==> src/design/vna_ram.sv <==
// Generic single-write, single-read synchronous RAM with registered read data.
// No package dependency.
module vna_ram #(
  parameter int WIDTH = 8,
  parameter int DEPTH = 4
) (
  input  logic                     clk,
  input  logic                     we,
  input  logic [$clog2(DEPTH)-1:0] waddr,
  input  logic [WIDTH-1:0]         wdata,
  input  logic                     re,
  input  logic [$clog2(DEPTH)-1:0] raddr,
  output logic [WIDTH-1:0]         rdata
);

  logic [WIDTH-1:0] mem [DEPTH];

  always_ff @(posedge clk) begin
    if (we) begin
      mem[waddr] <= wdata;
    end
  end

  // read data holds until the next read
  always_ff @(posedge clk) begin
    if (re) begin
      rdata <= mem[raddr];
    end
  end

endmodule

==> config.mk <==
export PLATFORM = sky130hd
export DESIGN_NAME = vna_ram
export DESIGN_NICKNAME = d
export VERILOG_FILES = /design/src/design/vna_ram.sv
export SDC_FILE = /design/constraint.sdc
export NUM_CORES = 1
export LEC_CHECK = 0
export ABC_AREA = 1
export BUFFER_PORTS_ARGS = -buffer_cell sky130_fd_sc_hd__buf_4
export CAP_MARGIN = 5
export CORE_MARGIN = 4
export CORE_UTILIZATION = 38
export CTS_BUF_LIST = sky130_fd_sc_hd__clkbuf_16
export DETAILED_ROUTE_END_ITERATION = 7
export PLACE_DENSITY = 0.64
export SLEW_MARGIN = 20
export SYNTH_ARGS = -nofsm -noshare
export SYNTH_HDL_FRONTEND = slang
export SYNTH_SLANG_ARGS = --single-unit
export TNS_END_PERCENT = 1
==> constraint.sdc <==
create_clock -name clk -period 2.9 [get_ports clk]
set_input_delay 0.58 -clock clk [delete_from_list [all_inputs] [get_ports clk]]
set_output_delay 0.58 -clock clk [all_outputs]
set_load 0.005 [all_outputs]
==> results.py <==
metrics = {
    "drt": {
        "drt_iter0_drc": 61,
        "first_pass_iters": 4,
        "vias": 973,
        "ant_nets": 0,
        "wl_per_cell_um": 13.3,
        "drc": 0,
        "routed_wl_um": 2940,
        "via_per_inst": 4.42,
    },
    "setup_path": {
        "cp-end-kind": "primary output",
        "r2r_end": "rdata[1]",
        "crit_start": "rdata[3]",
        "crit_arrival_ns": 0.79,
        "critPathMaxStageDelay_ns": 0.37,
        "crit_fanout": 1,
        "critPathRequiredTime_ns": 2.32,
        "crit_end": "rdata[3]",
        "ff2ff_setup_slack_ns": 2.02,
        "crit_buf_inv": 1,
        "rr_worst_depth": 4,
        "worstReg2RegStart": "mem[1][1]",
        "crit_family": "flip-flops",
        "crit_chain": "buf_4",
        "cp_slowest_cell": "edfxtp_1",
        "critPathKind": "flop to primary output",
        "cp-start-kind": "flop",
        "path_depth": 1,
    },
    "synthesis": {
        "ys_ff_latch": 40,
        "syn_area_um2": 1630,
        "yosysSeqAreaShare": 0.738,
        "synth_cell_type_count": 9,
        "syn_inst": 141,
        "syn-num-nets": 156,
        "avgSynthCellArea_um2": 11.5,
        "synth-warning-count": 0,
    },
    "cells_and_area": {
        "final_layout_size_suffix_gt1_frac": 0.188,
        "synthToLayoutAreaGrowth_pct": 21.9,
        "diodes": 0,
        "final_cell_mix": "nand2_1, edfxtp_1, inv_1",
        "nets": 184,
    },
    "pwr": {
        "power_mw": 1.28,
        "p_int_mw": 1.02,
        "pwr_density_cell_nw_per_um2": 643,
        "p_clk_frac": 0.396,
        "ir_drop_mv": 0.414,
        "switching_power_mw": 0.256,
        "swShare": 0.201,
        "seqPwrFrac": 0.533,
        "combPwrFrac": 0.070,
        "leakagePower_nw": 0.905,
    },
    "sta": {
        "setup_viol": 0,
        "min_period_over_period": 0.473,
        "fmax_mhz": 728,
        "setup_tns_ns": 0,
        "rsz0062_at_grt": "no",
        "slew_viol_final": 0,
        "finalCriticalPeriod_ns": 1.37,
        "worst_pin_slew_ns": 0.608,
        "finalClockSkew_ns": 0.00246,
        "relSlewSlack": 0.592,
        "hold_viol_final": 0,
    },
    "clock_tree": {
        "cts_root_buf": "clkbuf_16",
        "clkTransAtPathRegs_ns": 0.05,
        "cts_sinks": 40,
        "tritoncts": "done",
        "cts_hold_buffers": 0,
        "cts_resized": 0,
        "clock_latency_ns": 0.28,
        "ctsHtreeMaxLevel": 2,
        "cts_buffers": 5,
        "post_cts_buffers": 0,
        "clockBufferDepth": 2,
    },
    "global_route": {
        "grt_use_total": 0.124,
        "grt_pass1_wl_um": 4800,
        "grt_antenna_before_repair": 0,
        "grt_pass1_vias": 942,
        "gr-total-overflow": 0,
        "grt_max_degree": 18,
    },
    "job": {
        "cap_violations": 0,
    },
    "worst_hold_path": {
        "min_path_type": "primary input to flop",
    },
    "place": {
        "dp_hpwl_um": 2140,
        "io_buffers": 22,
        "place.gp.congestion": 0.871,
    },
    "floorplan": {
        "pin_count": 23,
        "fp.dieArea_um2": 5390,
        "row_count": 23,
        "dieWidth_um": 73.5,
        "core_area_um2": 4060,
        "initial_core_util": 0.401,
        "die_h_um": 73.5,
    },
    "status": {
        "status": "complete, no violations",
    },
}
[cell families after synthesis]
kind of cell           count (synthesis)  share of synthesized area
flip-flops                            40                      0.738
buffers and inverters                 41                      0.108
AND/OR/NAND/NOR                       60                      0.154
[power by group through the flow]
stage	clock network, mW	logic [mW]	registers [mW]
floorplan	0	0.0443	0.692
global placement	0	0.0883	0.691
detailed placement	0	0.0907	0.693
CTS	0.519	0.0912	0.681
global route	0.543	0.103	0.683
finish	0.506	0.0900	0.681
[area by class of cell]
| cell class | instances | area [um^2] |
|---|---|---|
| Fill cell | 349 | 2070 |
| Sequential cell | 40 | 1200 |
| Multi-Input combinational cell | 60 | 255 |
| Timing Repair Buffer | 25 | 188 |
| Inverter | 37 | 141 |
| Clock buffer | 5 | 125 |
| Tap cell | 50 | 62.6 |
| Clock inverter | 3 | 11.3 |
[cells in the mapped netlist, drive strengths merged]
cell type | count | area, um^2
buf | 4 | 35.0
edfxtp | 40 | 1200
inv | 37 | 141
nand2 | 40 | 150
nand3 | 16 | 80.1
nor3 | 4 | 20.0
[registers in the layout, indices dropped and copies added, names as in the netlist]
name	cells
mem	32
rdata	8
[metrics by stage]
step	std cells	hold WS (ns)	cell area, um^2	util	setup slack [ns]
floorplan	141	0.574	1630	-	1.26
global placement	212	0.607	1840	0.454	1.07
detailed placement	212	0.604	1840	0.454	0.976
CTS	220	0.496	1980	0.488	1.27
global route	220	0.499	1980	0.489	1.49
finish	220	0.502	1980	0.489	1.53
[metal layers]
metal	vias to the layer above	global-route usage	routed length (um)
li1	500	-	-
met1	440	0.162	1320
met2	27	0.177	1340
met3	6	0.0479	205
met4	0	0.0664	71
met5	-	0	0
[worst min-delay path by stage]
stage,startpoint,endpoint,cells past startpoint
floorplan,mem[0][5],rdata[5],4
global route,wdata[6],mem[2][6],1
CTS,wdata[6],mem[1][6],1
global placement,mem[1][6],rdata[6],4
detailed placement,mem[1][4],rdata[4],4
finish,wdata[6],mem[3][6],1
Note: power is estimated with default switching activity, not from simulation.
