<file path="config.mk">
export PLATFORM = sky130hd
export DESIGN_NAME = vna_normal_unit
export DESIGN_NICKNAME = d
export VERILOG_FILES = /design/src/design/vna_pkg.sv /design/src/design/vna_normal_unit.sv
export SDC_FILE = /design/constraint.sdc
export NUM_CORES = 2
export LEC_CHECK = 0
export ABC_CLOCK_PERIOD_IN_PS = 26900
export BUFFER_PORTS_ARGS = -buffer_cell sky130_fd_sc_hd__buf_2
export CORE_MARGIN = 3
export CORE_UTILIZATION = 41
export CTS_BUF_LIST = sky130_fd_sc_hd__clkbuf_8 sky130_fd_sc_hd__clkbuf_16
export DETAILED_ROUTE_END_ITERATION = 8
export PLACE_DENSITY = 0.53
export SYNTH_ARGS = -nofsm -noshare
export SYNTH_HDL_FRONTEND = slang
export SYNTH_SLANG_ARGS = --single-unit
export TNS_END_PERCENT = 5
</file>
<file path="constraint.sdc">
create_clock -name clk -period 26.9 [get_ports clk]
set_input_delay 5.38 -clock clk [delete_from_list [all_inputs] [get_ports clk]]
set_output_delay 5.38 -clock clk [all_outputs]
set_load 0.02 [all_outputs]
</file>
<file path="src/design/vna_pkg.sv">
// Shared types, constants and helper functions for the vertex normal accumulator.
// No dependencies; the top level, normal unit and checker refer to it by scoped names.
package vna_pkg;

  // Store geometry and field widths
  localparam int VERTEX_COUNT   = 1024;
  localparam int COORD_BITS     = 16;
  localparam int SUM_BITS       = 24;
  localparam int IDX_BITS       = 10;
  localparam int UNIT_FRAC_BITS = 14;
  localparam int ADDR_BITS      = $clog2(VERTEX_COUNT);

  // Datapath widths of the normal unit
  localparam int DIFF_BITS  = COORD_BITS + 1;          // edge vector component
  localparam int MUL_BITS   = DIFF_BITS + 1;           // signed multiplier operand
  localparam int PROD_BITS  = 2 * MUL_BITS;            // multiplier result
  localparam int CROSS_BITS = 2 * DIFF_BITS + 1;       // cross product component
  localparam int MAG_BITS   = 2 * DIFF_BITS;           // its magnitude
  localparam int HALF_BITS  = MAG_BITS / 2;            // split for squaring
  localparam int SQ_BITS    = 2 * MAG_BITS + 2;        // squared length
  localparam int ROOT_BITS  = SQ_BITS / 2;             // length
  localparam int Q_BITS     = UNIT_FRAC_BITS + 1;      // unit magnitude, at most 1.0
  localparam int UNIT_BITS  = Q_BITS + 1;              // signed unit component
  localparam int REM_BITS   = MAG_BITS + UNIT_FRAC_BITS;
  localparam int TRIAL_BITS = ROOT_BITS + Q_BITS;
  localparam int QIDX_BITS  = $clog2(Q_BITS);

  typedef logic [IDX_BITS-1:0]  idx_t;
  typedef logic [ADDR_BITS-1:0] addr_t;

  typedef enum logic [1:0] {
    OP_LOAD = 2'd0,
    OP_FACE = 2'd1,
    OP_READ = 2'd2
  } opcode_t;

  typedef logic signed [COORD_BITS-1:0] coord_t;
  typedef logic signed [SUM_BITS-1:0]   sum_el_t;
  typedef logic signed [UNIT_BITS-1:0]  unit_el_t;

  typedef struct packed {
    coord_t x;
    coord_t y;
    coord_t z;
  } vec_t;

  typedef struct packed {
    sum_el_t x;
    sum_el_t y;
    sum_el_t z;
  } sum_t;

  typedef struct packed {
    unit_el_t x;
    unit_el_t y;
    unit_el_t z;
  } unit_t;

  // Normal unit handshake
  typedef struct packed {
    logic start;
    logic hold;   // not used by the unit; high while the sequencer waits for it
  } math_ctl_t;

  typedef struct packed {
    logic done;
    logic zero;
  } math_sts_t;

  typedef enum logic [3:0] {
    ST_CLEAR,
    ST_IDLE,
    ST_POS_RD,
    ST_MATH_GO,
    ST_MATH_WAIT,
    ST_SUM_RD,
    ST_SUM_WR,
    ST_RD_ISSUE,
    ST_RD_OUT
  } top_state_t;

  typedef enum logic [2:0] {
    M_IDLE,
    M_MUL,
    M_ROOT,
    M_DLOAD,
    M_DIV,
    M_DONE
  } math_state_t;

  function automatic logic in_range(idx_t i);
    return int'(i) < VERTEX_COUNT;
  endfunction

  function automatic addr_t to_addr(idx_t i);
    return addr_t'(i);
  endfunction

  // Signed add, clamped to the sum range
  function automatic sum_el_t sat_add(sum_el_t s, unit_el_t u);
    logic signed [SUM_BITS:0] r;
    sum_el_t                  q;
    r = (SUM_BITS+1)'(s) + (SUM_BITS+1)'(u);
    if (r[SUM_BITS] != r[SUM_BITS-1]) begin
      q = r[SUM_BITS] ? {1'b1, {(SUM_BITS-1){1'b0}}} : {1'b0, {(SUM_BITS-1){1'b1}}};
    end else begin
      q = r[SUM_BITS-1:0];
    end
    return q;
  endfunction

endpackage

</file>
<file path="src/design/vna_normal_unit.sv">
// Face normal unit: cross product, squared length, bit-serial square root and
// three bit-serial divisions to Q1.14. Uses vna_pkg.
module vna_normal_unit (
  input  logic                clk,
  input  logic                rst_n,
  input  vna_pkg::math_ctl_t  ctl,
  input  vna_pkg::vec_t       pa,
  input  vna_pkg::vec_t       pb,
  input  vna_pkg::vec_t       pc,
  output vna_pkg::math_sts_t  sts,
  output vna_pkg::unit_t      unit
);

  localparam int H = vna_pkg::HALF_BITS;

  vna_pkg::math_state_t state_r, state_nxt;
  logic [3:0]           step_r, step_nxt;
  logic [1:0]           comp_r, comp_nxt;
  logic [vna_pkg::QIDX_BITS-1:0] bit_r, bit_nxt;
  logic                 zero_r, zero_nxt;

  logic signed [vna_pkg::DIFF_BITS-1:0]  e1_r [3];
  logic signed [vna_pkg::DIFF_BITS-1:0]  e2_r [3];
  logic signed [vna_pkg::CROSS_BITS-1:0] n_r  [3];
  logic signed [vna_pkg::PROD_BITS-1:0]  prod_r;
  logic [vna_pkg::SQ_BITS-1:0]   sq_r, res_r, one_r;
  logic [vna_pkg::ROOT_BITS-1:0] len_r;
  logic [vna_pkg::REM_BITS-1:0]  rem_r;
  logic [vna_pkg::Q_BITS-1:0]    q_r;
  vna_pkg::unit_el_t             u_r [3];

  logic [vna_pkg::MAG_BITS-1:0]   mag [3];
  logic [H-1:0]                   hi [3];
  logic [H-1:0]                   lo [3];
  logic signed [vna_pkg::MUL_BITS-1:0] opa, opb;
  logic [vna_pkg::SQ_BITS-1:0]    sqp, root_t;
  logic [vna_pkg::TRIAL_BITS-1:0] trial, rem_ext;
  logic [vna_pkg::Q_BITS-1:0]     q_set;
  logic signed [vna_pkg::UNIT_BITS-1:0] q_ext;

  // magnitudes and halves of the cross components
  always_comb begin
    for (int k = 0; k < 3; k++) begin
      mag[k] = vna_pkg::MAG_BITS'(n_r[k][vna_pkg::CROSS_BITS-1] ? -n_r[k] : n_r[k]);
      hi[k]  = mag[k][vna_pkg::MAG_BITS-1:H];
      lo[k]  = mag[k][H-1:0];
    end
  end

  // operand schedule of the shared multiplier
  always_comb begin
    opa = '0;
    opb = '0;
    case (step_r)
      4'd0:  begin opa = vna_pkg::MUL_BITS'(e1_r[1]); opb = vna_pkg::MUL_BITS'(e2_r[2]); end
      4'd1:  begin opa = vna_pkg::MUL_BITS'(e1_r[2]); opb = vna_pkg::MUL_BITS'(e2_r[1]); end
      4'd2:  begin opa = vna_pkg::MUL_BITS'(e1_r[2]); opb = vna_pkg::MUL_BITS'(e2_r[0]); end
      4'd3:  begin opa = vna_pkg::MUL_BITS'(e1_r[0]); opb = vna_pkg::MUL_BITS'(e2_r[2]); end
      4'd4:  begin opa = vna_pkg::MUL_BITS'(e1_r[0]); opb = vna_pkg::MUL_BITS'(e2_r[1]); end
      4'd5:  begin opa = vna_pkg::MUL_BITS'(e1_r[1]); opb = vna_pkg::MUL_BITS'(e2_r[0]); end
      4'd6:  begin opa = $signed({1'b0, hi[0]}); opb = $signed({1'b0, hi[0]}); end
      4'd7:  begin opa = $signed({1'b0, hi[0]}); opb = $signed({1'b0, lo[0]}); end
      4'd8:  begin opa = $signed({1'b0, lo[0]}); opb = $signed({1'b0, lo[0]}); end
      4'd9:  begin opa = $signed({1'b0, hi[1]}); opb = $signed({1'b0, hi[1]}); end
      4'd10: begin opa = $signed({1'b0, hi[1]}); opb = $signed({1'b0, lo[1]}); end
      4'd11: begin opa = $signed({1'b0, lo[1]}); opb = $signed({1'b0, lo[1]}); end
      4'd12: begin opa = $signed({1'b0, hi[2]}); opb = $signed({1'b0, hi[2]}); end
      4'd13: begin opa = $signed({1'b0, hi[2]}); opb = $signed({1'b0, lo[2]}); end
      4'd14: begin opa = $signed({1'b0, lo[2]}); opb = $signed({1'b0, lo[2]}); end
      default: begin opa = '0; opb = '0; end
    endcase
  end

  assign sqp     = vna_pkg::SQ_BITS'($unsigned(prod_r));
  assign root_t  = res_r + one_r;
  assign trial   = vna_pkg::TRIAL_BITS'(len_r) << bit_r;
  assign rem_ext = vna_pkg::TRIAL_BITS'(rem_r);
  assign q_set   = q_r | (vna_pkg::Q_BITS'(1) << bit_r);

  // sequencer
  always_comb begin
    state_nxt = state_r;
    step_nxt  = step_r;
    comp_nxt  = comp_r;
    bit_nxt   = bit_r;
    zero_nxt  = zero_r;
    sts.done  = 1'b0;
    sts.zero  = zero_r;
    case (state_r)
      vna_pkg::M_IDLE: begin
        if (ctl.start) begin
          state_nxt = vna_pkg::M_MUL;
          step_nxt  = '0;
        end
      end
      vna_pkg::M_MUL: begin
        step_nxt = step_r + 4'd1;
        if (step_r == 4'd15) begin
          state_nxt = vna_pkg::M_ROOT;
        end
      end
      vna_pkg::M_ROOT: begin
        if (one_r == '0) begin
          comp_nxt = '0;
          if (res_r == '0) begin
            zero_nxt  = 1'b1;
            state_nxt = vna_pkg::M_DONE;
          end else begin
            zero_nxt  = 1'b0;
            state_nxt = vna_pkg::M_DLOAD;
          end
        end
      end
      vna_pkg::M_DLOAD: begin
        bit_nxt   = vna_pkg::QIDX_BITS'(vna_pkg::Q_BITS - 1);
        state_nxt = vna_pkg::M_DIV;
      end
      vna_pkg::M_DIV: begin
        bit_nxt = bit_r - 1'b1;
        if (bit_r == '0) begin
          if (comp_r == 2'd2) begin
            state_nxt = vna_pkg::M_DONE;
          end else begin
            comp_nxt  = comp_r + 2'd1;
            state_nxt = vna_pkg::M_DLOAD;
          end
        end
      end
      vna_pkg::M_DONE: begin
        sts.done  = 1'b1;
        state_nxt = vna_pkg::M_IDLE;
      end
      default: state_nxt = vna_pkg::M_IDLE;
    endcase
  end

  always_ff @(posedge clk) begin
    if (!rst_n) begin
      state_r <= vna_pkg::M_IDLE;
      step_r  <= '0;
      comp_r  <= '0;
      bit_r   <= '0;
      zero_r  <= 1'b0;
    end else begin
      state_r <= state_nxt;
      step_r  <= step_nxt;
      comp_r  <= comp_nxt;
      bit_r   <= bit_nxt;
      zero_r  <= zero_nxt;
    end
  end

  // datapath
  always_ff @(posedge clk) begin
    prod_r <= opa * opb;
    case (state_r)
      vna_pkg::M_IDLE: begin
        if (ctl.start) begin
          e1_r[0] <= vna_pkg::DIFF_BITS'(pc.x) - vna_pkg::DIFF_BITS'(pa.x);
          e1_r[1] <= vna_pkg::DIFF_BITS'(pc.y) - vna_pkg::DIFF_BITS'(pa.y);
          e1_r[2] <= vna_pkg::DIFF_BITS'(pc.z) - vna_pkg::DIFF_BITS'(pa.z);
          e2_r[0] <= vna_pkg::DIFF_BITS'(pb.x) - vna_pkg::DIFF_BITS'(pa.x);
          e2_r[1] <= vna_pkg::DIFF_BITS'(pb.y) - vna_pkg::DIFF_BITS'(pa.y);
          e2_r[2] <= vna_pkg::DIFF_BITS'(pb.z) - vna_pkg::DIFF_BITS'(pa.z);
          for (int k = 0; k < 3; k++) begin
            n_r[k] <= '0;
          end
          sq_r <= '0;
        end
      end
      vna_pkg::M_MUL: begin
        // accumulate the product issued one step earlier
        case (step_r)
          4'd1:  n_r[0] <= n_r[0] + vna_pkg::CROSS_BITS'(prod_r);
          4'd2:  n_r[0] <= n_r[0] - vna_pkg::CROSS_BITS'(prod_r);
          4'd3:  n_r[1] <= n_r[1] + vna_pkg::CROSS_BITS'(prod_r);
          4'd4:  n_r[1] <= n_r[1] - vna_pkg::CROSS_BITS'(prod_r);
          4'd5:  n_r[2] <= n_r[2] + vna_pkg::CROSS_BITS'(prod_r);
          4'd6:  n_r[2] <= n_r[2] - vna_pkg::CROSS_BITS'(prod_r);
          4'd7, 4'd10, 4'd13: sq_r <= sq_r + (sqp << (2 * H));
          4'd8, 4'd11, 4'd14: sq_r <= sq_r + (sqp << (H + 1));
          4'd9, 4'd12, 4'd15: sq_r <= sq_r + sqp;
          default: ;
        endcase
        if (step_r == 4'd15) begin
          res_r <= '0;
          one_r <= vna_pkg::SQ_BITS'(1) << (vna_pkg::SQ_BITS - 2);
        end
      end
      vna_pkg::M_ROOT: begin
        // one result bit per cycle, sq_r holds the running remainder
        if (one_r != '0) begin
          if (sq_r >= root_t) begin
            sq_r  <= sq_r - root_t;
            res_r <= (res_r >> 1) + one_r;
          end else begin
            res_r <= res_r >> 1;
          end
          one_r <= one_r >> 2;
        end else begin
          len_r <= res_r[vna_pkg::ROOT_BITS-1:0];
        end
      end
      vna_pkg::M_DLOAD: begin
        rem_r <= {mag[comp_r], {vna_pkg::UNIT_FRAC_BITS{1'b0}}};
        q_r   <= '0;
      end
      vna_pkg::M_DIV: begin
        if (rem_ext >= trial) begin
          rem_r <= vna_pkg::REM_BITS'(rem_ext - trial);
          q_r   <= q_set;
        end
        if (bit_r == '0) begin
          u_r[comp_r] <= n_r[comp_r][vna_pkg::CROSS_BITS-1] ? -q_ext : q_ext;
        end
      end
      default: ;
    endcase
  end

  // quotient including the final bit
  assign q_ext = $signed({1'b0, (rem_ext >= trial) ? q_set : q_r});

  assign unit.x = u_r[0];
  assign unit.y = u_r[1];
  assign unit.z = u_r[2];

endmodule

</file>
==> impl_metrics.yaml <==
sta:
  rsz0062_at_grt: "no"
  setup_viol: 0
  slew_viol_final: 0
  timing.fmax_mhz: 91.4
  layout_min_cycle_time_ns: 10.94
  tightest_slew_ns: 1.27
  fin_skew_ns: 0.0610
  slew_headroom: 0.155
  finalSetupTns_ns: 0
  fin_crit_sh: 0.407
  hold_violations: 0
clock_network:
  h-tree-depth: 3
  cts_setup_buffers: 0
  clockRootBuffer: "clkbuf_16"
  clk_latency_ns: 0.72
  post_cts_resized: 0
  clock_sinks: 580
  clockBufferDepth: 3
  numCtsBuffers: 77
  clk_pin_slew_ns: 0.06
  ctsHoldBuffers: 0
  cts_tree: "built"
floorplanning:
  dieHeight_um: 418
  start_util: 0.414
  core_um2: 168000
  fp.dieArea_um2: 175000
  core.rowCount: 150
  pin_count: 198
  die_w_um: 418
route:
  via_count: 63300
  drt_iter0_markers: 6386
  vias_per_cell: 6.03
  ant_nets: 0
  route.detailed.drc: 0
  drt-total-wl_um: 258000
  firstDrtPassIters: 7
  wire_per_inst_um: 24.6
layout:
  syn2layout_area_growth_pct: 8.86
  final_nets: 9343
  nFillCells: 16500
  design_area_um2: 75700
  drive_gt1_frac: 0.0727
synthesis:
  ys_ff_latch: 580
  postSynthAreaPerCell_um2: 8.57
  synth_area_um2: 69500
  yosysWarnings: 0
  synth_cell_types: 99
  synth.area.top_cells: "edfxtp_1 23%, ha_1 11%, fa_1 9.9%"
  ys_seq_area_frac: 0.243
  synth_cells: 8118
  yosysTopAreaCell: "edfxtp_1"
  netlist.area_leader.share: 0.228
  synth_fp_nets: 9249
  synth-edff-count: 528
  synthFlopType: "edfxtp_1"
  async_flop_share: 0
setup_path:
  max_stage_delay_ns: 1.08
  cp_data_required_time_ns: 27.55
  path_max_fanout: 20
  worstPathArrival_ns: 11.59
  cp-start-kind: "register"
  crit_type: "reg2reg"
  crit_top_cell: "fa_1"
  crit_path_end_kind: "register"
  critPathSlowestCell: "a222oi_1"
global_route:
  grt_max_degree: 86
  grt_usage: 0.288
  grt-ovfl-total: 0
  grt_pass1_wl_um: 384000
  antenna_found_initial: 13
  grt_pass1_vias: 60200
outcome:
  status: "finished clean"
placement:
  place_area_um2: 73200
  gp_congestion: 0.987
  port_buffers: 196
  dp_hpwl_um: 204000
job:
  maxCapViolations: 0
min_path:
  min_path_type: "reg2reg"
==> critical path: cells and delay by family, from the launching register on <==
kind	cells	cell delay [ns]
AO/OA/AOI/OAI	14	4.90
buffers and inverters	6	1.10
AND/OR/NAND/NOR	2	0.30
flip-flops	1	0.95
XOR/XNOR	1	0.13
adder cells (fa/ha/maj)	7	3.47
==> Yosys cell counts (all sizes together) (128+ instances only) <==
cell / instances
a21o: 223
xnor2: 362
fa: 345
ha: 638
nor3: 135
nand3: 130
o21ai: 503
a21oi: 568
xor2: 267
clkbuf: 286
inv: 718
edfxtp: 528
nor2: 701
nand2: 723
nor2b: 128
==> final timing paths <==
path,startpoint,end,slack (ns),depth (start not counted)
max,step_r[2],prod_r[35],15.96,30
min,step_r[0],step_r[0],0.59,2
max reg2reg,step_r[2],prod_r[35],15.96,30
min reg2reg,step_r[0],step_r[0],0.59,2
==> metal layers <==
layer,part of all wire,vias up,global-route usage
li1,-,29500,-
met1,0.44,30900,0.405
met2,0.44,2398,0.447
met3,0.078,382,0.0484
met4,0.035,6,0.0949
met5,0.00088,-,0.00861
==> area by class of cell <==
class / count / area [µm²] / share of cell area
well taps: 2204 / 2760 / 0.0364
multi-input cells: 6504 / 48800 / 0.645
clock inverters: 63 / 559 / 0.00739
inverters: 720 / 2710 / 0.0358
flip-flops and latches: 580 / 16900 / 0.223
diodes: 3 / 7.51 / 0.0000992
clock buffers: 79 / 1950 / 0.0258
repair buffers: 329 / 1980 / 0.0261
==> cell families (layout without fill, tap and decap cells) <==
family          after synthesis  count (layout)  share of synthesized area
xor+xnor                    629             629                     0.0792
compound gates             2349            2349                      0.223
flops                       580             580                      0.243
buf+inv                    1034            1191                     0.0564
mux                          91              91                     0.0170
fa+ha+maj                   983             983                      0.214
simple gates               2452            2452                      0.168
other cells                   0               3                          0
==> registers in the layout, summed over array words and instances, names as in the netlist, named ones only <==
register / count
state_r: 3
n_r: 105
res_r: 70
rem_r: 48
step_r: 4
one_r: 35
zero_r: 1
bit_r: 4
prod_r: 36
e2_r: 51
sq_r: 70
e1_r: 51
len_r: 35
q_r: 15
comp_r: 2
u_r: 48
==> per-stage QoR <==
step | instances | utilization | setup WS [ns] | hold WS, ns
after floorplan | 8118 | - | 17.55 | 0.455
after global placement | 10300 | 0.436 | 16.14 | 0.568
after detailed placement | 10300 | 0.436 | 16.21 | 0.580
after CTS | 10500 | 0.451 | 16.15 | 0.585
after global routing | 10500 | 0.451 | 15.62 | 0.637
final | 10500 | 0.451 | 15.96 | 0.588
==> cell usage in the layout, fill, tap and decap left out, types with 67 or more instances in the layout <==
cell       synthesis  routed
nand4_1           92      92
nor3_1           135     133
or3_1             69      69
buf_4              2     133
clkbuf_16          0      77
ha_1             638     638
xor2_1           267     267
a31oi_1          118     118
o21ai_0          498     493
nor2_1           700     694
and2_1           120     119
nand3_1          130     130
nand2b_1          91      91
edfxtp_1         528     528
a21o_1           223     222
buf_2             14     196
a211oi_1         103     103
nor2b_1          128     128
and3_1            67      67
o22ai_1           74      74
inv_1            717     732
a21oi_1          568     567
o21bai_1          85      85
xnor2_1          362     362
nand2_1          723     721
fa_1             345     345
Power is not shown: default switching activity piles up to over one toggle a cycle in this logic, so the estimate is an artifact.
